[src/rmsg_pkg.sv]
// ---------------------------------------------------------------------------
// rmsg_pkg
// Shared types and constants of the rms noise gate: field widths, register
// offsets, command codes and the item and configuration records.
// ---------------------------------------------------------------------------
package rmsg_pkg;

    localparam int SAMPLE_W    = 16;
    localparam int SQ_W        = 31;   // 32768^2 needs 31 bits
    localparam int SUM_W       = 40;
    localparam int TH_W        = 31;
    localparam int HOLD_W      = 16;
    localparam int SC_W        = 11;
    localparam int ADDR_W      = 4;
    localparam int DATA_W      = 32;
    localparam int IN_TDATA_W  = 16;
    localparam int OUT_TDATA_W = 56;
    localparam int OUT_TUSER_W = 2;

    localparam int DEF_MAX_BLOCK_SAMPLES = 1024;

    localparam logic [SUM_W-1:0]  SUM_MAX   = '1;
    localparam logic [HOLD_W-1:0] QUIET_MAX = '1;

    typedef logic [1:0] reg_idx_t;
    localparam reg_idx_t REG_GATE_ENABLE = 2'd0;
    localparam reg_idx_t REG_THRESHOLD   = 2'd1;
    localparam reg_idx_t REG_HOLD        = 2'd2;

    typedef enum logic {
        CMD_SAMPLE = 1'b0,
        CMD_TICK   = 1'b1
    } cmd_t;

    typedef struct packed {
        cmd_t            cmd;
        logic [SQ_W-1:0] sq;
        logic            last;
    } sq_item_t;

    typedef struct packed {
        logic              gate_enable;
        logic [TH_W-1:0]   threshold;
        logic [HOLD_W-1:0] hold;
    } gate_cfg_t;

endpackage

[src/rmsg_cfg_regs.sv]
// ---------------------------------------------------------------------------
// rmsg_cfg_regs
// Configuration registers behind a simple apb port: gate enable, power
// threshold and hold time.
// ---------------------------------------------------------------------------
module rmsg_cfg_regs (
    input  logic                       clk,
    input  logic                       rst_n,
    input  logic                       psel,
    input  logic                       penable,
    input  logic                       pwrite,
    input  logic [rmsg_pkg::ADDR_W-1:0] paddr,
    input  logic [rmsg_pkg::DATA_W-1:0] pwdata,
    output logic [rmsg_pkg::DATA_W-1:0] prdata,
    output logic                       pready,
    output rmsg_pkg::gate_cfg_t        cfg
);
    import rmsg_pkg::*;

    logic              enable_reg;
    logic [TH_W-1:0]   threshold_reg;
    logic [HOLD_W-1:0] hold_reg;
    reg_idx_t          idx;
    logic              wr;

    assign pready = 1'b1;
    assign idx    = paddr[3:2];
    assign wr     = psel && penable && pwrite && pready;

    always_ff @(posedge clk or negedge rst_n)
    begin
        if (!rst_n)
        begin
            enable_reg    <= 1'b0;
            threshold_reg <= '0;
            hold_reg      <= '0;
        end
        else if (wr)
        begin
            unique case (idx)
                REG_GATE_ENABLE: enable_reg    <= pwdata[0];
                REG_THRESHOLD:   threshold_reg <= pwdata[TH_W-1:0];
                REG_HOLD:        hold_reg      <= pwdata[HOLD_W-1:0];
                default:         ;
            endcase
        end
    end

    always_comb
    begin
        unique case (idx)
            REG_GATE_ENABLE: prdata = DATA_W'(enable_reg);
            REG_THRESHOLD:   prdata = DATA_W'(threshold_reg);
            REG_HOLD:        prdata = DATA_W'(hold_reg);
            default:         prdata = '0;
        endcase
    end

    assign cfg.gate_enable = enable_reg;
    assign cfg.threshold   = threshold_reg;
    assign cfg.hold        = hold_reg;

endmodule

[src/rmsg_sq_stage.sv]
// ---------------------------------------------------------------------------
// rmsg_sq_stage
// Input register: takes one item per cycle while the output side is ready,
// and registers the squared sample magnitude with the command and end-of-block flag.
// ---------------------------------------------------------------------------
module rmsg_sq_stage (
    input  logic                          clk,
    input  logic                          rst_n,
    input  logic                          in_valid,
    output logic                          in_ready,
    input  rmsg_pkg::cmd_t                in_cmd,
    input  logic [rmsg_pkg::SAMPLE_W-1:0] in_sample,
    input  logic                          in_last,
    output logic                          out_valid,
    input  logic                          out_ready,
    output rmsg_pkg::sq_item_t            out_item
);
    import rmsg_pkg::*;

    logic                valid_reg;
    sq_item_t            item_reg;
    sq_item_t            item_next;
    logic [SAMPLE_W:0]   mag_wide;
    logic [SAMPLE_W-1:0] mag;
    logic [2*SAMPLE_W-1:0] sq_full;

    // magnitude of the two's complement sample, -32768 gives 32768
    assign mag_wide = in_sample[SAMPLE_W-1]
                    ? ((SAMPLE_W+1)'(0) - {1'b1, in_sample})
                    : {1'b0, in_sample};
    assign mag      = mag_wide[SAMPLE_W-1:0];
    assign sq_full  = (2*SAMPLE_W)'(mag) * (2*SAMPLE_W)'(mag);

    always_comb
    begin
        item_next.cmd  = in_cmd;
        item_next.sq   = sq_full[SQ_W-1:0];
        item_next.last = in_last;
    end

    assign in_ready = !valid_reg || out_ready;

    always_ff @(posedge clk or negedge rst_n)
    begin
        if (!rst_n)
        begin
            valid_reg <= 1'b0;
        end
        else if (in_ready)
        begin
            valid_reg <= in_valid;
        end
    end

    always_ff @(posedge clk)
    begin
        if (in_ready && in_valid)
        begin
            item_reg <= item_next;
        end
    end

    assign out_valid = valid_reg;
    assign out_item  = item_reg;

endmodule

[src/rmsg_gate_core.sv]
// ---------------------------------------------------------------------------
// rmsg_gate_core
// Block accumulator and gate decision: sums squares and counts samples,
// decides loud or quiet at the end of a block, keeps the quiet timer and
// holds the result in an output register.
// ---------------------------------------------------------------------------
module rmsg_gate_core #(
    parameter int MAX_BLOCK_SAMPLES = rmsg_pkg::DEF_MAX_BLOCK_SAMPLES
) (
    input  logic                       clk,
    input  logic                       rst_n,
    input  logic                       item_valid,
    output logic                       item_ready,
    input  rmsg_pkg::sq_item_t         item,
    input  rmsg_pkg::gate_cfg_t        cfg,
    output logic                       res_valid,
    input  logic                       res_ready,
    output logic                       res_open,
    output logic                       res_silent,
    output logic [rmsg_pkg::SUM_W-1:0] res_sum,
    output logic [rmsg_pkg::SC_W-1:0]  res_count
);
    import rmsg_pkg::*;

    localparam int CNT_W  = $clog2(MAX_BLOCK_SAMPLES + 1);
    localparam int PROD_W = CNT_W + TH_W;
    localparam int CMP_W  = (PROD_W > SUM_W) ? PROD_W : SUM_W;
    localparam logic [CNT_W-1:0] CNT_MAX = CNT_W'(MAX_BLOCK_SAMPLES);

    logic [SUM_W-1:0]  acc_reg,   acc_next;
    logic [CNT_W-1:0]  cnt_reg,   cnt_next;
    logic              open_reg,  open_next;
    logic [HOLD_W-1:0] quiet_reg, quiet_next;

    logic              out_valid_reg,  out_valid_next;
    logic              out_open_reg,   out_open_next;
    logic              out_silent_reg, out_silent_next;
    logic [SUM_W-1:0]  out_sum_reg,    out_sum_next;
    logic [SC_W-1:0]   out_cnt_reg,    out_cnt_next;

    logic              counting;
    logic [SUM_W:0]    sum_wide;
    logic [SUM_W-1:0]  acc_new;
    logic [CNT_W-1:0]  cnt_new;
    logic [PROD_W-1:0] prod;
    logic              loud;
    logic              ends_block;
    logic              out_free;
    logic              fire;
    logic              dec_open;
    logic              dec_silent;
    logic [HOLD_W-1:0] dec_quiet;
    logic [CNT_W+SC_W-1:0] cnt_ext;

    // samples past the block limit are dropped from sum and count
    assign counting = cnt_reg < CNT_MAX;
    assign sum_wide = {1'b0, acc_reg} + (SUM_W+1)'(item.sq);
    assign acc_new  = !counting ? acc_reg : (sum_wide[SUM_W] ? SUM_MAX : sum_wide[SUM_W-1:0]);
    assign cnt_new  = counting ? cnt_reg + CNT_W'(1) : cnt_reg;

    // mean-square test without a divide: sum >= count * threshold
    assign prod = PROD_W'(cnt_new) * PROD_W'(cfg.threshold);
    assign loud = CMP_W'(acc_new) >= CMP_W'(prod);

    assign ends_block = (item.cmd == CMD_SAMPLE) && item.last;
    assign out_free   = !out_valid_reg || res_ready;
    assign item_ready = !ends_block || out_free;
    assign fire       = item_valid && item_ready;

    always_comb
    begin
        dec_quiet = quiet_reg;
        if (cfg.gate_enable)
        begin
            priority if (loud)
            begin
                dec_open  = 1'b1;
                dec_quiet = '0;
            end
            else if (open_reg && (quiet_reg >= cfg.hold))
            begin
                dec_open = 1'b0;
            end
            else
            begin
                dec_open = open_reg;
            end
            dec_silent = !dec_open;
        end
        else
        begin
            dec_open   = 1'b1;
            dec_silent = 1'b0;
        end
    end

    assign cnt_ext = (CNT_W+SC_W)'(cnt_new);

    always_comb
    begin
        acc_next        = acc_reg;
        cnt_next        = cnt_reg;
        open_next       = open_reg;
        quiet_next      = quiet_reg;
        out_valid_next  = out_valid_reg && !res_ready;
        out_open_next   = out_open_reg;
        out_silent_next = out_silent_reg;
        out_sum_next    = out_sum_reg;
        out_cnt_next    = out_cnt_reg;
        if (fire)
        begin
            unique case (item.cmd)
                CMD_TICK:
                begin
                    if (quiet_reg != QUIET_MAX)
                    begin
                        quiet_next = quiet_reg + HOLD_W'(1);
                    end
                end
                CMD_SAMPLE:
                begin
                    acc_next = acc_new;
                    cnt_next = cnt_new;
                    if (item.last)
                    begin
                        open_next       = dec_open;
                        quiet_next      = dec_quiet;
                        acc_next        = '0;
                        cnt_next        = '0;
                        out_valid_next  = 1'b1;
                        out_open_next   = dec_open;
                        out_silent_next = dec_silent;
                        out_sum_next    = acc_new;
                        out_cnt_next    = cnt_ext[SC_W-1:0];
                    end
                end
                default: ;
            endcase
        end
    end

    always_ff @(posedge clk or negedge rst_n)
    begin
        if (!rst_n)
        begin
            acc_reg       <= '0;
            cnt_reg       <= '0;
            open_reg      <= 1'b0;
            quiet_reg     <= '0;
            out_valid_reg <= 1'b0;
        end
        else
        begin
            acc_reg       <= acc_next;
            cnt_reg       <= cnt_next;
            open_reg      <= open_next;
            quiet_reg     <= quiet_next;
            out_valid_reg <= out_valid_next;
        end
    end

    always_ff @(posedge clk)
    begin
        out_open_reg   <= out_open_next;
        out_silent_reg <= out_silent_next;
        out_sum_reg    <= out_sum_next;
        out_cnt_reg    <= out_cnt_next;
    end

    assign res_valid  = out_valid_reg;
    assign res_open   = out_open_reg;
    assign res_silent = out_silent_reg;
    assign res_sum    = out_sum_reg;
    assign res_count  = out_cnt_reg;

endmodule

[src/block_rms_noise_gate.sv]
// ---------------------------------------------------------------------------
// block_rms_noise_gate
// Rms noise gate with hold: per-block power test and gate state for a
// stream of signed 16-bit samples and millisecond ticks.
// ---------------------------------------------------------------------------
// One item is taken per clock while s_tready is high. A sample that ends a
// block gives one result: the input register holds the squared sample, then
// the output register takes the block decision; ticks and other samples give
// none. The per-cycle path is the square in the input stage, and in the
// second stage the 40-bit saturating add feeding the count * threshold
// compare. s_tready drops only while an end-of-block sample waits on a full
// output register. The user is to write configuration only while the stream
// is idle; the block itself does not enforce it.
// ---------------------------------------------------------------------------
module block_rms_noise_gate #(
    parameter int MAX_BLOCK_SAMPLES = rmsg_pkg::DEF_MAX_BLOCK_SAMPLES
) (
    input  logic                            clk,
    input  logic                            rst_n,
    input  logic                            s_tvalid,
    output logic                            s_tready,
    input  logic [rmsg_pkg::IN_TDATA_W-1:0]  s_tdata,   // [15:0] sample
    input  logic                            s_tuser,   // [0] cmd
    input  logic                            s_tlast,   // block_last
    output logic                            m_tvalid,
    input  logic                            m_tready,
    output logic [rmsg_pkg::OUT_TDATA_W-1:0] m_tdata,   // [39:0] sum_squares, [50:40] block count
    output logic [rmsg_pkg::OUT_TUSER_W-1:0] m_tuser,   // [0] open, [1] silent
    input  logic                            psel,
    input  logic                            penable,
    input  logic                            pwrite,
    input  logic [rmsg_pkg::ADDR_W-1:0]      paddr,
    input  logic [rmsg_pkg::DATA_W-1:0]      pwdata,
    output logic [rmsg_pkg::DATA_W-1:0]      prdata,
    output logic                            pready
);
    import rmsg_pkg::*;

    gate_cfg_t         cfg;
    sq_item_t          sq_item;
    logic              sq_valid;
    logic              sq_ready;
    cmd_t              in_cmd;
    logic              res_open;
    logic              res_silent;
    logic [SUM_W-1:0]  res_sum;
    logic [SC_W-1:0]   res_count;

    assign in_cmd = s_tuser ? CMD_TICK : CMD_SAMPLE;

    rmsg_cfg_regs u_cfg (
        .clk     (clk),
        .rst_n   (rst_n),
        .psel    (psel),
        .penable (penable),
        .pwrite  (pwrite),
        .paddr   (paddr),
        .pwdata  (pwdata),
        .prdata  (prdata),
        .pready  (pready),
        .cfg     (cfg)
    );

    rmsg_sq_stage u_sq (
        .clk       (clk),
        .rst_n     (rst_n),
        .in_valid  (s_tvalid),
        .in_ready  (s_tready),
        .in_cmd    (in_cmd),
        .in_sample (s_tdata[SAMPLE_W-1:0]),
        .in_last   (s_tlast),
        .out_valid (sq_valid),
        .out_ready (sq_ready),
        .out_item  (sq_item)
    );

    rmsg_gate_core #(
        .MAX_BLOCK_SAMPLES (MAX_BLOCK_SAMPLES)
    ) u_core (
        .clk        (clk),
        .rst_n      (rst_n),
        .item_valid (sq_valid),
        .item_ready (sq_ready),
        .item       (sq_item),
        .cfg        (cfg),
        .res_valid  (m_tvalid),
        .res_ready  (m_tready),
        .res_open   (res_open),
        .res_silent (res_silent),
        .res_sum    (res_sum),
        .res_count  (res_count)
    );

    assign m_tdata = OUT_TDATA_W'({res_count, res_sum});
    assign m_tuser = {res_silent, res_open};

endmodule

[config.mk]
export PLATFORM = sky130hd
export DESIGN_NAME = block_rms_noise_gate
export DESIGN_NICKNAME = d
export VERILOG_FILES = /design/src/rmsg_pkg.sv /design/src/rmsg_cfg_regs.sv /design/src/rmsg_sq_stage.sv /design/src/rmsg_gate_core.sv /design/src/block_rms_noise_gate.sv
export SDC_FILE = /design/constraint.sdc
export NUM_CORES = 2
export LEC_CHECK = 0
export BUFFER_PORTS_ARGS = -buffer_cell sky130_fd_sc_hd__buf_4
export CORE_ASPECT_RATIO = 0.75
export CORE_MARGIN = 1.5
export CORE_UTILIZATION = 30
export CTS_CLUSTER_DIAMETER = 120
export DETAILED_ROUTE_END_ITERATION = 12
export SLEW_MARGIN = 5
export SYNTH_ARGS = -nofsm -noshare
export SYNTH_HDL_FRONTEND = slang
export SYNTH_HIERARCHICAL = 1
export SYNTH_SLANG_ARGS = --single-unit
[constraint.sdc]
create_clock -name clk -period 9.8 [get_ports clk]
set_input_delay 0 -clock clk [delete_from_list [all_inputs] [get_ports clk]]
set_output_delay 0 -clock clk [all_outputs]
set_load 0.1 [all_outputs]
# Yosys cells after proc, flatten, opt, wreduce, memory -nomap -nowiden
# Cells that the tools add are included.
# totals
register_bits	204
latch_bits	0
mem_bits_rw	0
mem_bits_ro	0
inputBits	61
out_inout_bits	93
elab_cells	75
memories	0
# classes
addsub	4
n_mul	2
div	0
n_lt_le_gt_ge	3
n_eq_ne	7
shift	0
n_mux	20
bitwise_logic	1
reduce_logical	22
# ops
operator	n
2-to-1 mux 40 bit	3
one-hot mux 31 bit (3 select lines)	1
2-to-1 mux 16 bit	5
greater-or-equal comparator 40 x 42 -> 1 bit	1
multiplier 11 x 31 -> 42 bit	1
adder 40 x 31 -> 41 bit	1
one-hot mux 16 bit (2 select lines)	1
multiplier 16 x 16 -> 31 bit	1
2-to-1 mux 11 bit	2
adder 16 x 1 -> 16 bit (second input constant)	1
greater-or-equal comparator 16 bit	1
inequality test 16 bit (second input constant)	1
subtractor 1 x 16 -> 16 bit (first input constant)	1
adder 11 x 1 -> 11 bit (second input constant)	1
< comparator 11 bit (second input constant)	1
2-to-1 mux 1 bit	8
AND reduction 2 bit	4
logical AND 1 bit	7
zero test 1 bit	5
AND reduction 5 bit	1
inequality test 2 x 1 -> 1 bit (second input constant)	2
inequality test 2 bit (second input constant)	2
logical OR 1 bit	3
AND reduction 3 bit	1
4 further kinds	4

# Longest topological paths before layout
# logic_depth
depth_word	8
depth_mapped	40
depth_no_buf	38

# Hierarchy
# The synthesis kept the hierarchy.
# by_module_without_submodules
mod	n_inst	cells_each	area_each_um2	seq_area_each_um2
rmsg_gate_core	1	2097	18626.6	3318.2
rmsg_sq_stage	1	853	8224.1	985.9
rmsg_cfg_regs	1	149	2137.0	1201.2
block_rms_noise_gate	1	8	56.3	0.0

# Worst setup path after synthesis
# Ideal clock, no wire load.
# synth_timing
path_type	reg2reg
startpoint	register u_core.cnt_reg[0]
endpoint	register u_core.quiet_reg[13]
setup_ps	130
arrival_ps	8384
t_required_ps	9670
slack_ps	1286
stages_incl_launch_ff	35
path_buffers	3
synth_period_minus_slack_ps	8514
cell_sequence	dfrtp_1 ha_1 nor2b_1 nand3_1 nor2_1 nand3_1 xnor2_1 clkbuf_1 and2_1 fa_1 fa_1 fa_1 fa_1 inv_1 fa_1 inv_1 ha_1 clkbuf_1 and4_1 nand4_1 a2111oi_0 or3_1 nand3_1 a31oi_1 nor2_1 xor2_1 ha_1 nand4_1 or4_1 o21a_1 a211oi_1 nand3_1 o21ai_2 buf_2 a31oi_1
# synth_via
elab_chain_cells	6
word_cells_on_any_way	8
cone_classes	add/sub: 1; mul: 1; order compare: 2; eq/ne: 1; mux: 2; reduce/logical: 1
# synth_lines
item	line	text
from (decl)	rmsg_gate_core.sv:31	logic [CNT_W-1:0] cnt_reg, cnt_next;
from (signal assigned)	rmsg_gate_core.sv:155	cnt_reg <= cnt_next;
adder 11 x 1 -> 11 bit or < comparator 11 bit (tied branches)	rmsg_gate_core.sv:59, rmsg_gate_core.sv:56	
2-to-1 mux 11 bit	rmsg_gate_core.sv:59	assign cnt_new = counting ? cnt_reg + CNT_W'(1) : cnt_reg;
multiplier 11 x 31 -> 42 bit	rmsg_gate_core.sv:62	assign prod = PROD_W'(cnt_new) * PROD_W'(cfg.threshold);
greater-or-equal comparator 40 x 42 -> 1 bit (*)	rmsg_gate_core.sv:63	assign loud = CMP_W'(acc_new) >= CMP_W'(prod);
inequality test 2 x 1 -> 1 bit (no source line) (*)	--	
AND reduction 5 bit (no source line) (*)	--	
to (signal assigned)	rmsg_gate_core.sv:157	quiet_reg <= quiet_next;
to (decl)	rmsg_gate_core.sv:33	logic [HOLD_W-1:0] quiet_reg, quiet_next;
# Every way passes the cells marked *; elsewhere a longest branch is shown, timed or not.
# A chain may end at the register's enable or synchronous reset.

# Worst setup path after layout
# layout_timing
startpoint	register u_core.cnt_reg[2]
endpoint	register u_core.quiet_reg[1]
# Same word-level chain as after synthesis.

==> metrics.csv <==
metric,value,unit
slew_headroom,15.2,%
fin_util,34.5,%
cts_max_path_buffers,3,
die_y,272,um
finalSetupViolCount,0,
synth-seq-cells,203,
r2r_cells,33,
crit_path_frequent_cell,fa_1,
ys_seq_area_share,19.0,%
worst_setup_path_start_kind,register,
start_util,30.4,%
grt_pass1_wl,122000,um
fin_skew,0.0244,ns
clkTransAtPathRegs,0.07,ns
holdPathStages,4,
hold_slack,0.0938,ns
drc,0,
grt_pass1_vias,22300,
cap_violations,0,
portBuffers,143,
cp_slowest_cell,fa_1,
wire_per_inst,16.4,um
firstDrtPassIters,5,
cts_max_level,1,
clkSinkCount,203,
hold_viol,0,
dr_total_vias,22100,
wl,74200,um
power_frac_seq,14.7,%
synth.most_common_cell,inv_1,
ys.flop_type,dfrtp_1,
synthCells,3107,
drt-initial-drc-count,1507,
clock_latency,0.55,ns
worstPathRequired,10.27,ns
power_density,366,nW/um^2
worstSetupEndpointType,register,
syn_area,29000,sq um
synth_area_leaders,"fa_1, ha_1, dfrtp_1, edfxtp_1, inv_1",
grt_max_degree,68,
die_w,362,um
rows,98,
yosys.area.top_type,fa_1,
min_period_over_period,94.4,%
fin_nets,4002,
irDropWorstVdd,0.000635,V
netlist.area_leader.share,29.2,%
antenna_found_initial,9,
yosys_warnings,6,
synth-edff-count,85,
cpPeakStageDelay,0.57,ns
pre_cts_ws,0.266,ns
grt_usage,15.4,%
pin_count,154,
dp_hpwl,59500,um
syn2layout_area_growth,13.7,%
ys_types,96,
gr-total-overflow,0,
min_path_type,input port to register,
cts_made_buffers,22,
p_leak,0.0160,uW
num-fill-cells,9746,
setup_slack,0.548,ns
viasPerCell,4.88,
avgSynthCellArea,9.35,sq um
die-area,98700,sq um
combPwrFrac,77.7,%
p_sw_share,52.3,%
tns,0,ns
root_buffer,clkbuf_16,
async_reset_ff_share,58.1,%
p_int,5750,uW
drv_slew,0,
finalCriticalPeriod,9.25,ns
worstMarginPinSlew,1.27,ns
cts_tree,done,
status,completed,
power_frac_clock,7.7,%
crit_arrival,9.72,ns
gp_congestion,0.857,
drive_above_1_share,10.3,%
coreArea,95600,sq um
drtAntennaViolNets,0,
crit_type,register to register,
synth_common_cells,"inv_1, fa_1, nand2_1",
critPathMaxFanout,23,
power.switching,6320,uW
max_freq,108,MHz
==> cell type report <==
class | count | area (sq um) | area share, %
Sequential cell | 203 | 5510 | 16.7
Inverter | 541 | 2030 | 6.16
Antenna cell | 2 | 5.00 | 0.0152
Clock inverter | 15 | 190 | 0.576
Tap cell | 1250 | 1560 | 4.74
Timing Repair Buffer | 239 | 1970 | 5.97
Multi-Input combinational cell | 2246 | 21200 | 64.1
Clock buffer | 25 | 593 | 1.80
==> power by group through the flow <==
stage / Clock [uW] / Sequential (uW) / Combinational, uW
after floorplan: 0 / 1820 / 6950
after global placement: 0 / 1780 / 9080
after detailed placement: 0 / 1780 / 9220
after CTS: 955 / 1770 / 9330
after global routing: 991 / 1810 / 10700
final: 926 / 1770 / 9380
==> worst max-delay path, delay by kind of cell, from the launching register on <==
family / cells / cell delay, ns
and+or+nand+nor: 10 / 2.57
muxes: 1 / 0.20
DFF: 1 / 0.51
AOI/OAI and AO/OA: 7 / 1.25
xor gates and xnor gates: 2 / 0.53
buffers and inverters: 6 / 0.78
adders and majority gates: 7 / 3.31
==> worst paths after layout <==
kind | startpoint | end | slack, ns
setup / recovery | u_core/cnt_reg[2] | u_core/quiet_reg[1] | 0.55
hold / removal | psel | u_cfg/hold_reg[15] | 0.09
setup reg to reg | u_core/cnt_reg[2] | u_core/quiet_reg[1] | 0.55
hold reg to reg | u_core/cnt_reg[1] | u_core/cnt_reg[1] | 0.52
max in group asynchronous | rst_n | u_core/acc_reg[10] | 8.29
min in group asynchronous | rst_n | u_cfg/threshold_reg[3] | 0.10
==> cells in the final DEF, fill, tap and decap left out, types with 23 or more instances in the layout <==
master / synthesis / routed
inv_1: 534 / 534
fa_1: 423 / 423
nand2_1: 408 / 408
ha_1: 265 / 265
buf_4: 14 / 184
and2_1: 142 / 142
a21oi_1: 141 / 140
nor2_1: 127 / 126
dfrtp_1: 118 / 118
o21ai_0: 95 / 95
edfxtp_1: 85 / 85
xnor2_1: 78 / 74
mux2_2: 54 / 54
dlygate4sd3_1: 0 / 50
a21o_1: 48 / 48
a22o_1: 36 / 36
a31oi_1: 32 / 32
nor3_1: 31 / 30
xor2_1: 34 / 29
nand3_1: 28 / 26
nand2b_1: 25 / 25
o21a_1: 24 / 24
clkbuf_16: 0 / 23
==> cell families (layout without fill, tap and decap cells) <==
family          count (synthesis)  count (layout)  share of synthesized area (%)
other cells                     5              21                         0.0646
buf+inv                       672             820                           9.00
mux                            60              60                           2.31
xor+xnor                      115             115                           3.58
flops                         203             203                           19.0
simple gates                  866             866                           14.2
compound gates                498             498                           11.3
fa+ha+maj                     688             688                           40.6
==> per-layer routing <==
metal	track usage [%]	wire [um]	vias to the layer above
li1	-	-	10300
met1	23.8	36800	11100
met2	22.4	31000	585
met3	3.05	5660	59
met4	1.81	777	4
met5	0	23	-
==> repair_timing <==
item,4_1_cts,5_1_grt
hold buffers,50,0
hold endpoints to repair,105,0
buffers inserted,0,5
setup endpoints to repair,0,19
resized for setup,0,18
==> stage by stage <==
| step | cells | total power, uW | area, sq um |
|---|---|---|---|
| after floorplan | 3121 | 8780 | 29100 |
| after global placement | 4424 | 10900 | 31600 |
| after detailed placement | 4424 | 11000 | 31600 |
| after CTS | 4514 | 12100 | 32900 |
| after global routing | 4519 | 13500 | 33000 |
| final | 4521 | 12100 | 33000 |
Power figures use the tool's default switching activity.
